## src/rtl/sdx_pkg.sv

```systemverilog
`timescale 1ns / 1ps
package sdx_pkg;

  localparam int unsigned SDX_FIFO_DEPTH = 2;
  localparam int unsigned SDX_DIGITS     = 3;

  // one classified byte on its way from the front to the back
  typedef struct packed {
    logic       first;  // first byte of a word
    logic       zero;   // byte was zero
    logic [7:0] lead;   // leading letter (first byte only)
    logic [2:0] code;   // digit 1..6, 0 when skipped; lead as digit on a first byte
    logic       last;   // last byte of the word
  } sdx_item_t;

endpackage

```

## src/rtl/soundex_encoder.sv

```systemverilog
`timescale 1ns / 1ps
// channel  | dir | signals                     | content
// s_axis   | in  | tvalid tready tdata tlast   | one byte of a word, tlast on its last byte
// m_axis   | out | tvalid tready tdata         | one Soundex code per word
//
// One byte enters per cycle while the queue has room; the front classifies it in the
// same cycle and writes a small queue, the back applies it to the code state once
// it pops it. A code is registered and valid on m_axis once its last byte is popped.
// Reset clears the queue, word tracking and the result valid flag.
// A stalled result stops the back only at a last byte; bytes behind it fill the queue.
module soundex_encoder #(
  parameter int unsigned FifoDepth = sdx_pkg::SDX_FIFO_DEPTH
) (
  input  logic        clk_i,
  input  logic        rst_ni,
  input  logic        s_axis_tvalid,
  output logic        s_axis_tready,
  input  logic [7:0]  s_axis_tdata,   // [7:0] character
  input  logic        s_axis_tlast,   // last_char
  output logic        m_axis_tvalid,
  input  logic        m_axis_tready,
  output logic [23:0] m_axis_tdata    // [7:0] first_letter, [10:8] digit_one,
                                      // [13:11] digit_two, [16:14] digit_three
);

  sdx_pkg::sdx_item_t item_in, item_out;
  logic push, pop, full, empty;
  logic [7:0] first_letter;
  logic [2:0] digit_one, digit_two, digit_three;

  assign s_axis_tready = !full;
  assign push          = s_axis_tvalid && !full;

  sdx_front u_front (
    .clk_i       (clk_i),
    .rst_ni      (rst_ni),
    .push_i      (push),
    .character_i (s_axis_tdata),
    .last_char_i (s_axis_tlast),
    .item_o      (item_in)
  );

  sdx_fifo #(
    .Depth (FifoDepth)
  ) u_fifo (
    .clk_i   (clk_i),
    .rst_ni  (rst_ni),
    .push_i  (push),
    .wdata_i (item_in),
    .full_o  (full),
    .pop_i   (pop),
    .empty_o (empty),
    .rdata_o (item_out)
  );

  sdx_back u_back (
    .clk_i          (clk_i),
    .rst_ni         (rst_ni),
    .empty_i        (empty),
    .item_i         (item_out),
    .pop_o          (pop),
    .out_valid_o    (m_axis_tvalid),
    .out_ready_i    (m_axis_tready),
    .first_letter_o (first_letter),
    .digit_one_o    (digit_one),
    .digit_two_o    (digit_two),
    .digit_three_o  (digit_three)
  );

  assign m_axis_tdata = {7'd0, digit_three, digit_two, digit_one, first_letter};

endmodule

```

## src/rtl/sdx_front.sv

```systemverilog
`timescale 1ns / 1ps
module sdx_front (
  input  logic              clk_i,
  input  logic              rst_ni,
  input  logic              push_i,
  input  logic [7:0]        character_i,
  input  logic              last_char_i,
  output sdx_pkg::sdx_item_t item_o
);

  logic       word_started_q, word_started_d;
  logic [7:0] upper;
  logic [2:0] code;
  logic [2:0] lead_digit;

  always_comb begin
    upper = character_i;
    if (character_i >= 8'h61 && character_i <= 8'h7a) begin
      upper = character_i - 8'd32;
    end
  end

  always_comb begin
    case (upper)
      8'h42, 8'h46, 8'h50, 8'h56:                             code = 3'd1;
      8'h43, 8'h47, 8'h4a, 8'h4b, 8'h51, 8'h53, 8'h58, 8'h5a: code = 3'd2;
      8'h44, 8'h54:                                           code = 3'd3;
      8'h4c:                                                  code = 3'd4;
      8'h4d, 8'h4e:                                           code = 3'd5;
      8'h52:                                                  code = 3'd6;
      default:                                                code = 3'd0;
    endcase
  end

  // a leading '1'..'6' counts as the previous code
  always_comb begin
    lead_digit = 3'd0;
    if (character_i >= 8'h31 && character_i <= 8'h36) begin
      lead_digit = 3'(character_i - 8'h30);
    end
  end

  always_comb begin
    item_o.first = !word_started_q;
    item_o.zero  = (character_i == 8'd0);
    item_o.lead  = (character_i == 8'd0) ? 8'h30 : upper;
    item_o.code  = word_started_q ? code : lead_digit;
    item_o.last  = last_char_i;
  end

  always_comb begin
    word_started_d = word_started_q;
    if (push_i) begin
      word_started_d = !last_char_i;
    end
  end

  always_ff @(posedge clk_i or negedge rst_ni) begin
    if (!rst_ni) begin
      word_started_q <= 1'b0;
    end else begin
      word_started_q <= word_started_d;
    end
  end

endmodule

```

## src/rtl/sdx_fifo.sv

```systemverilog
`timescale 1ns / 1ps
module sdx_fifo #(
  parameter int unsigned Depth = sdx_pkg::SDX_FIFO_DEPTH
) (
  input  logic               clk_i,
  input  logic               rst_ni,
  input  logic               push_i,
  input  sdx_pkg::sdx_item_t wdata_i,
  output logic               full_o,
  input  logic               pop_i,
  output logic               empty_o,
  output sdx_pkg::sdx_item_t rdata_o
);

  localparam int unsigned PtrW = (Depth > 1) ? $clog2(Depth) : 1;
  localparam int unsigned CntW = $clog2(Depth + 1);
  localparam logic [CntW-1:0] DepthC = CntW'(Depth);
  localparam logic [PtrW-1:0] LastPtr = PtrW'(Depth - 1);

  sdx_pkg::sdx_item_t mem_q [Depth];
  logic [PtrW-1:0] wptr_q, wptr_d, rptr_q, rptr_d;
  logic [CntW-1:0] cnt_q, cnt_d;

  assign full_o  = (cnt_q == DepthC);
  assign empty_o = (cnt_q == '0);
  assign rdata_o = mem_q[rptr_q];

  always_comb begin
    wptr_d = wptr_q;
    rptr_d = rptr_q;
    cnt_d  = cnt_q;
    if (push_i) begin
      wptr_d = (wptr_q == LastPtr) ? '0 : wptr_q + 1'b1;
    end
    if (pop_i) begin
      rptr_d = (rptr_q == LastPtr) ? '0 : rptr_q + 1'b1;
    end
    if (push_i && !pop_i) begin
      cnt_d = cnt_q + 1'b1;
    end else if (!push_i && pop_i) begin
      cnt_d = cnt_q - 1'b1;
    end
  end

  always_ff @(posedge clk_i or negedge rst_ni) begin
    if (!rst_ni) begin
      wptr_q <= '0;
      rptr_q <= '0;
      cnt_q  <= '0;
    end else begin
      wptr_q <= wptr_d;
      rptr_q <= rptr_d;
      cnt_q  <= cnt_d;
    end
  end

  always_ff @(posedge clk_i) begin
    if (push_i) begin
      mem_q[wptr_q] <= wdata_i;
    end
  end

`ifndef SYNTHESIS
  a_no_overflow: assert property (@(posedge clk_i) disable iff (!rst_ni)
    push_i |-> (!full_o || pop_i)) else $error("queue overflow");
  a_no_underflow: assert property (@(posedge clk_i) disable iff (!rst_ni)
    pop_i |-> !empty_o) else $error("queue underflow");
`endif

endmodule

```

## src/rtl/sdx_back.sv

```systemverilog
`timescale 1ns / 1ps
module sdx_back (
  input  logic               clk_i,
  input  logic               rst_ni,
  input  logic               empty_i,
  input  sdx_pkg::sdx_item_t item_i,
  output logic               pop_o,
  output logic               out_valid_o,
  input  logic               out_ready_i,
  output logic [7:0]         first_letter_o,
  output logic [2:0]         digit_one_o,
  output logic [2:0]         digit_two_o,
  output logic [2:0]         digit_three_o
);

  localparam int unsigned LenW = $clog2(sdx_pkg::SDX_DIGITS + 1);
  localparam logic [LenW-1:0] MaxLen = LenW'(sdx_pkg::SDX_DIGITS);

  logic [LenW-1:0] len_q, len_d;
  logic            stopped_q, stopped_d;
  logic [7:0]      lead_q, lead_d;
  logic [2:0]      prev_q, prev_d;
  logic [2:0]      dig_q [sdx_pkg::SDX_DIGITS];
  logic [2:0]      dig_d [sdx_pkg::SDX_DIGITS];
  logic            append;

  logic            ovalid_q, ovalid_d;
  logic [7:0]      olead_q;
  logic [2:0]      odig_q [sdx_pkg::SDX_DIGITS];

  // a last byte waits until the result register frees up
  assign pop_o = !empty_i && (!item_i.last || !ovalid_q || out_ready_i);

  assign append = !item_i.first && !stopped_q && !item_i.zero && (item_i.code != 3'd0)
                  && (item_i.code != prev_q) && (len_q < MaxLen);

  always_comb begin
    len_d     = len_q;
    stopped_d = stopped_q;
    lead_d    = lead_q;
    prev_d    = prev_q;
    dig_d     = dig_q;
    if (item_i.first) begin
      len_d     = '0;
      lead_d    = item_i.lead;
      prev_d    = item_i.code;
      stopped_d = item_i.zero;
    end else if (!stopped_q) begin
      if (item_i.zero) begin
        stopped_d = 1'b1;
      end else if (append) begin
        dig_d[len_q[LenW-1:0]] = item_i.code;
        len_d  = len_q + 1'b1;
        prev_d = item_i.code;
        if (len_q + 1'b1 >= MaxLen) begin
          stopped_d = 1'b1;
        end
      end
    end
  end

  always_comb begin
    ovalid_d = ovalid_q;
    if (out_ready_i) begin
      ovalid_d = 1'b0;
    end
    if (pop_o && item_i.last) begin
      ovalid_d = 1'b1;
    end
  end

  always_ff @(posedge clk_i or negedge rst_ni) begin
    if (!rst_ni) begin
      len_q     <= '0;
      stopped_q <= 1'b0;
      ovalid_q  <= 1'b0;
    end else begin
      ovalid_q <= ovalid_d;
      if (pop_o) begin
        len_q     <= len_d;
        stopped_q <= stopped_d;
      end
    end
  end

  always_ff @(posedge clk_i) begin
    if (pop_o) begin
      lead_q <= lead_d;
      prev_q <= prev_d;
      dig_q  <= dig_d;
    end
    if (pop_o && item_i.last) begin
      olead_q <= lead_d;
      for (int i = 0; i < int'(sdx_pkg::SDX_DIGITS); i++) begin
        odig_q[i] <= (LenW'(i) < len_d) ? dig_d[i] : 3'd0;
      end
    end
  end

  assign out_valid_o    = ovalid_q;
  assign first_letter_o = olead_q;
  assign digit_one_o    = odig_q[0];
  assign digit_two_o    = odig_q[1];
  assign digit_three_o  = odig_q[2];

`ifndef SYNTHESIS
  a_len_range: assert property (@(posedge clk_i) disable iff (!rst_ni)
    len_q <= MaxLen) else $error("code length out of range");
  a_full_stops: assert property (@(posedge clk_i) disable iff (!rst_ni)
    (len_q == MaxLen) |-> stopped_q) else $error("full code not stopped");
`endif

endmodule

```

## config.mk

```make
export PLATFORM = sky130hd
export DESIGN_NAME = soundex_encoder
export DESIGN_NICKNAME = d
export VERILOG_FILES = /design/src/rtl/sdx_pkg.sv /design/src/rtl/soundex_encoder.sv /design/src/rtl/sdx_front.sv /design/src/rtl/sdx_fifo.sv /design/src/rtl/sdx_back.sv
export SDC_FILE = /design/constraint.sdc
export NUM_CORES = 1
export LEC_CHECK = 0
export ABC_AREA = 1
export BUFFER_PORTS_ARGS = -buffer_cell sky130_fd_sc_hd__buf_2
export CAP_MARGIN = 25
export CORE_MARGIN = 2
export CORE_UTILIZATION = 65
export CTS_BUF_LIST = sky130_fd_sc_hd__clkbuf_2
export DETAILED_ROUTE_END_ITERATION = 8
export GPL_ROUTABILITY_DRIVEN = 0
export PLACE_DENSITY = 0.95
export SETUP_SLACK_MARGIN = 0.3
export SYNTH_ARGS = -nofsm -noshare
export SYNTH_HDL_FRONTEND = slang
export SYNTH_SLANG_ARGS = --single-unit
```

## constraint.sdc

```tcl
create_clock -name clk_i -period 5.16 [get_ports clk_i]
set_input_delay 0.258 -clock clk_i [delete_from_list [all_inputs] [get_ports clk_i]]
set_output_delay 0.258 -clock clk_i [all_outputs]
set_load 0.005 [all_outputs]
```

==> impl_metrics.json, run 1 <==
{
  "max_stage_delay_ns": 0.71,
  "die-area_mm2": 0.00588,
  "synth_fa_ha_area_share_pct": 2.55,
  "whs_ns": 0.0805,
  "num_rows": 26,
  "cp.arrival_ns": 2.84,
  "drive_above_1_share_pct": 22.0,
  "grt_pass1_wl_um": 10100,
  "slowest_stage": "dfrtp_1",
  "avgSynthCellArea_um2": 10.7,
  "r2r-end": "u_back.odig_q[0][7]",
  "root_buffer": "clkbuf_2",
  "ys_types": 33,
  "final_area_mm2": 0.00375,
  "detail_route.wl_per_cell_um": 14.1,
  "final-hold-violation-count": 0,
  "clock_skew_ns": 0.0215,
  "grt_util_all_layers_pct": 22.3,
  "die_h_um": 76.7,
  "drv_slew": 0,
  "synth_area_mm2": 0.00343,
  "htree_levels": 3,
  "synth_seq_cells": 74,
  "critPathMaxFanout": 16,
  "tightest_slew_ns": 0.724,
  "fillers": 348,
  "r2r_cells": 12,
  "vias": 2353,
  "cts_inserted_buffers": 9,
  "clk_latency_ns": 0.48,
  "syn2layout_area_growth_pct": 9.11,
  "cts_buffer_depth": 2,
  "period_share_pct": 50.0,
  "hp-class": "primary input to flip-flop",
  "startpoint_type": "flip-flop",
  "fin_nets": 379,
  "cp-startpoint": "u_fifo.rptr_q",
  "cp-endpoint": "u_back.odig_q[0][7]",
  "ios": 39,
  "max_cap_violations": 0,
  "rsz0062_at_grt": "no",
  "ir_drop_mv": 0.310,
  "ant_nets": 0,
  "reg2reg_slack_ns": 2.58,
  "synth_warnings": 0,
  "core_mm2": 0.00511,
  "synth_top_family_by_area": "simple AND/OR/NAND/NOR gates",
  "viasPerCell": 5.42,
  "cp-end-kind": "flip-flop",
  "fin_ws_ns": 2.58,
  "post-place-ws_ns": 2.65,
  "num_antenna_cells": 0,
  "register_area_mm2": 0.00218,
  "port_buffers": 31,
  "grt_pass1_vias": 2239,
  "critPathKind": "flip-flop to flip-flop",
  "crit_top_cell": "nand2_1",
  "status": "finished clean",
  "die_width_um": 76.7,
  "fmax_ghz": 0.388,
  "syn-instance-count": 321,
  "slew_headroom_pct": 51.5,
  "seq_area_frac_synth_pct": 63.4,
  "synth-compound-area-share_pct": 7.40,
  "clkTransAtPathRegs_ns": 0.17,
  "drt_first_pass_iters": 5,
  "routed_wl_um": 6110,
  "cp.required_ns": 5.42,
  "fin_crit_ns": 2.58,
  "layout_common_cells": "65 x nand2_1, 65 x edfxtp_1, 32 x nor2_1",
  "power_density_mw_per_mm2": 562,
  "grt_start_max_net_pins": 20,
  "start_util_pct": 67.2,
  "synthMuxAreaShare_pct": 0.291,
  "post_cts_buffers": 0,
  "worst-path-stages": 12,
  "tns_ns": 0,
  "hpwl_um": 4410,
  "leakagePower_nw": 1.66,
  "path_buf_inv": 3,
  "synth_xor_area_share_pct": 1.53,
  "grt_overflow": 0,
  "antenna_found_initial": 0,
  "crit_chain": "inv_2 > nand2_1 > and2_1 > nand3_1 > nor3_2 > nand2_2 > inv_2 > nand2_1 > nand3_1 > inv_1 > nand2_1 > nor2_1",
  "clkSinkCount": 74,
  "tritoncts": "done",
  "drc_errors": 0,
  "finalSetupViolCount": 0,
  "multi_input_area_mm2": 0.00102,
  "synthSimpleGateAreaFrac_pct": 17.2,
  "dr.first_iter.drc_count": 152,
  "r2r_start": "u_fifo.rptr_q",
  "crit_family": "simple AND/OR/NAND/NOR gates",
  "placed_cell_area_mm2": 0.00363
}
## timing repair
action	in CTS	in global routing
hold buffers	4	0
resized for setup	0	0
endpoints found under the hold margin	14	0
## per-layer routing
layer	routed length (µm)	part of all wire [%]	track usage [%]
met5	0	0	0
met4	137	2.2	13.1
met3	317	5.2	3.65
met2	3190	52	38.5
met1	2470	40	26.2
## flip-flops by register name, indices dropped and copies added (netlist names)
signal,flops
u_back.dig_q,9
u_back.first_letter_o,8
u_back.lead_q,8
u_back.len_q,2
u_back.odig_q,9
u_back.out_valid_o,1
u_back.prev_q,3
u_back.stopped_q,1
u_fifo.cnt_q,2
u_fifo.mem_q,28
u_fifo.rptr_q,1
u_fifo.wptr_q,1
u_front.word_started_q,1
## where the power goes
part	switching, mW	total [mW]	internal (mW)
logic	0.523	0.775	0.252
clock network	0.179	0.241	0.0616
registers	0.0972	1.09	0.994
## synth_stat cells
cell,number,area [µm²]
a31oi_1,8,50.1
inv_1,31,116
inv_2,13,48.8
edfxtp_1,65,1950
nand2_1,65,244
nor2_1,32,120
conb_1,1,3.75
o211ai_2,1,12.5
nand2_2,1,6.26
o32ai_2,1,16.3
clkbuf_1,7,26.3
o21ai_1,6,30.0
a21oi_1,3,15.0
nand3_1,18,90.1
ha_1,7,87.6
clkinv_1,1,3.75
nor3_1,7,35.0
xor2_1,3,26.3
or2_2,3,18.8
and2_1,1,6.26
buf_2,1,5.00
nor3_2,1,10.0
nand4_1,2,12.5
o22ai_1,1,6.26
buf_4,8,60.1
or2_1,2,12.5
o21ai_2,11,96.3
dfrtp_1,9,225
xnor2_1,3,26.3
mux2i_1,1,10.0
nand2_4,3,33.8
a211oi_1,1,7.51
o21ai_0,4,20.0
## worst register-to-register path: stages, from the launching register on
cell     delay [ns]
dfrtp_1        0.71
inv_2          0.25
nand2_1        0.11
and2_1         0.24
nand3_1        0.13
nor3_2         0.22
nand2_2        0.12
inv_2          0.15
nand2_1        0.08
nand3_1        0.13
inv_1          0.06
nand2_1        0.11
nor2_1         0.05
## how the worst min path moves through the flow
stage	depth (start not counted)	startpoint	end
after global routing	1	s_axis_tdata[3]	u_fifo.mem_q[0][7]
after detailed placement	1	rst_ni	u_fifo.wptr_q
after floorplan	0	rst_ni	u_back.len_q[0]
final	1	s_axis_tdata[3]	u_fifo.mem_q[0][7]
after global placement	1	rst_ni	u_fifo.wptr_q
after CTS	1	s_axis_tdata[3]	u_fifo.mem_q[1][7]
## metrics by stage
step	total power, mW	utilization (%)	cells
detailed placement	1.87	71.1	414
global placement	1.79	70.7	412
floorplan	1.63	-	327
global route	2.25	73.4	434
finish	2.11	73.4	434
CTS	2.11	73.4	434
## cells by family (layout without fill, tap and decap cells)
group	count (synthesis)	in the layout
AOI/OAI and AO/OA	36	36
xor gates and xnor gates	6	6
adders and majority gates	7	7
buffers and inverters	61	98
DFF	74	74
muxes	1	1
other	1	7
and+or+nand+nor	135	135
## area by class of cell
cell class | count | share of cell area [%]
Sequential cell | 74 | 58.1
Multi-Input combinational cell | 192 | 27.2
Timing Repair Buffer | 37 | 5.81
Inverter | 45 | 4.51
Tap cell | 70 | 2.34
Clock buffer | 11 | 1.47
Clock inverter | 5 | 0.568
Power figures use the tool's default switching activity.
==> run 2: changes to the inputs <==
- ABC_AREA: 1 -> 0
- CORE_UTILIZATION: 65 -> 55
- PLACE_DENSITY: 0.95 -> 0.88
- clock period: 5.16 -> 2.35 ns (I/O delays scaled with it)
==> run 2 against run 1 <==
Design area increased by 13%. Sequential power increased by 120%. Final cell count decreased by 3.9%. Clock skew decreased by 0.0013 ns. First-iteration DRC count decreased by 1.3%. Largest power group unchanged.
==> impl_metrics.json, run 2 <==
{
  "ys_types": 46,
  "tritoncts": "done",
  "grt_pass1_vias": 2278,
  "num_antenna_cells": 0,
  "critPathMaxFanout": 6,
  "yosys-top-cells-count": "65 x edfxtp_1, 21 x inv_1, 18 x nand2_1, 18 x o21ai_0, 13 x mux2i_1",
  "finish.utilization_pct": 67.7,
  "port_buffers": 31,
  "rsz0062_at_grt": "yes",
  "dr.first_iter.drc_count": 150,
  "syn-instance-count": 271,
  "drive_above_1_share_pct": 31.2,
  "start_util_pct": 56.4,
  "fin_nets": 355,
  "hp-class": "primary input to flip-flop",
  "max_stage_delay_ns": 0.49,
  "ir_drop_mv": 0.687,
  "seq_area_frac_synth_pct": 61.5,
  "tightest_slew_ns": 0.633,
  "largest-register": "u_fifo.mem_q",
  "core_mm2": 0.00628,
  "fmax_ghz": 0.430,
  "clkTransAtPathRegs_ns": 0.21,
  "synth.most_common_cell": "edfxtp_1",
  "die_width_um": 84.2,
  "yosysTopAreaCell": "edfxtp_1",
  "clkSinkCount": 74,
  "num_rows": 29,
  "antenna_found_initial": 0,
  "drt_first_pass_iters": 4,
  "yosys-top-cells-area": "edfxtp_1 55%, dfrtp_1 6.4%, mux2i_1 3.7%",
  "fin_crit_ns": 2.33,
  "leakagePower_nw": 1.71,
  "htree_levels": 3,
  "vias": 2349,
  "tns_ns": 0,
  "grt_start_max_net_pins": 23,
  "root_buffer": "clkbuf_2",
  "period_share_pct": 99.0,
  "ant_nets": 0,
  "drc_errors": 0,
  "clk_latency_ns": 0.53,
  "synth-main-ff-cell": "edfxtp_1",
  "layout_common_cells": "65 x edfxtp_1, 31 x buf_2, 20 x buf_4",
  "die-area_mm2": 0.00709,
  "dp.cells": 378,
  "routed_wl_um": 6720,
  "viasPerCell": 5.63,
  "synth_warnings": 0,
  "cts_buffer_depth": 2,
  "top_regs": "u_fifo.mem_q x28, u_back.dig_q x9, u_back.odig_q x9",
  "grt_util_all_layers_pct": 20.0,
  "cp-end-kind": "flip-flop",
  "synth_area_mm2": 0.00354,
  "drv_slew": 0,
  "power_density_mw_per_mm2": 1260,
  "cp.required_ns": 2.63,
  "synth_edf_count": 65,
  "clock_skew_ns": 0.0202,
  "netlist.area_leader.share_pct": 55.1,
  "final_common_cell": "edfxtp_1",
  "largest_reg_flops": 28,
  "slew_headroom_pct": 57.8,
  "ios": 39,
  "final-hold-violation-count": 0,
  "fin_cells": 417,
  "die_h_um": 84.2,
  "grt_overflow": 0,
  "finalSetupViolCount": 0,
  "crit_chain": "mux2_4 > or3_4 > a41oi_4 > and2_4 > and3_4 > mux2_2",
  "startpoint_type": "flip-flop",
  "synth_seq_cells": 74,
  "critPathKind": "flip-flop to flip-flop",
  "detail_route.wl_per_cell_um": 16.1,
  "status": "finished clean",
  "syn2layout_area_growth_pct": 20.0,
  "async_reset_ff_share_pct": 12.2,
  "whs_ns": 0.0795,
  "hpwl_um": 4440,
  "cp.arrival_ns": 2.61,
  "avgSynthCellArea_um2": 13.1,
  "slowest_stage": "dfrtp_2",
  "cts_inserted_buffers": 9,
  "grt_pass1_wl_um": 10900,
  "max_cap_violations": 0
}
## run 2: changes by cell type in the layout (fill, tap and decap cells not counted), moves of 11 or more
cell | previous run | this run
buf_4 | 0 | 20
inv_1 | 31 | 19
inv_2 | 13 | 2
mux2i_1 | 1 | 12
nand2_1 | 65 | 18
nand3_1 | 18 | 3
nor2_1 | 32 | 7
o21ai_0 | 4 | 15
## run 2: cells by family after synthesis
logic type      Yosys count  synth area share (%)
flops                    74                  61.5
simple gates             65                  10.6
compound gates           49                  9.72
buf+inv                  43                  5.94
mux                      24                  7.71
xor+xnor                  8                  1.98
fa+ha+maj                 7                  2.47
other cells               1                 0.106
## run 2: final cells by class
class,count,area (µm²)
timing repair buffer,69,502
sequential,74,2180
fill,433,2030
inverter,21,78.8
clock buffer,10,50.0
tap,77,96.3
clock inverter,6,91.3
multi-input combinational,160,1250
## run 2: per-layer routing
layer	GRT usage (%)	part of all wire, %	routed length, µm
met2	33.0	50	3380
met5	0	0	0
met3	5.51	4.5	300
met4	10.9	3.6	243
met1	23.8	42	2790
## run 2: power by group
part | internal [mW] | leakage (nW) | switching (mW) | total, mW
Clock | 0.360 | 0.0861 | 0.450 | 0.810
Combinational | 0.983 | 0.880 | 1.18 | 2.17
Sequential | 2.16 | 0.739 | 0.216 | 2.37
Total | 3.50 | 1.71 | 1.85 | 5.35
## run 2: path summary, 6_finish.rpt
path | startpoint | depth (start not counted) | slack (ns) | endpoint
max in group asynchronous | rst_ni | 3 | 1.44 | u_fifo.rptr_q
max reg2reg | u_fifo.rptr_q | 6 | 0.02 | u_back.dig_q[1]
min in group asynchronous | rst_ni | 3 | 0.58 | u_front.word_started_q
min reg2reg | u_fifo.wptr_q | 1 | 0.52 | u_fifo.wptr_q
min | s_axis_tdata[5] | 3 | 0.08 | u_fifo.mem_q[0][9]
max | u_fifo.rptr_q | 6 | 0.02 | u_back.dig_q[1]
## run 2: what timing repair did
item	in CTS	in global routing
pin swaps	4	3
setup buffers	8	3
endpoints found under the setup margin	24	42
resized for setup	17	7
hold buffers	11	1
endpoints found under the hold margin	26	1
gates cloned	0	0
## run 2: critical path, delay by kind of cell (launching register included)
kind / cells / cell delay, ns
AO/OA/AOI/OAI: 1 / 0.19
flip-flops: 1 / 0.49
AND/OR/NAND/NOR: 3 / 0.77
multiplexers: 2 / 0.65
## run 2: stage by stage
stage / area (µm²) / power (mW) / setup slack [ns]
floorplan: 3570 / 3.62 / -0.0626
global placement: 3810 / 4.15 / 0.0401
detailed placement: 3810 / 4.27 / -0.0210
CTS: 4180 / 5.24 / 0.0738
global route: 4250 / 5.67 / -0.0311
finish: 4250 / 5.35 / 0.0246
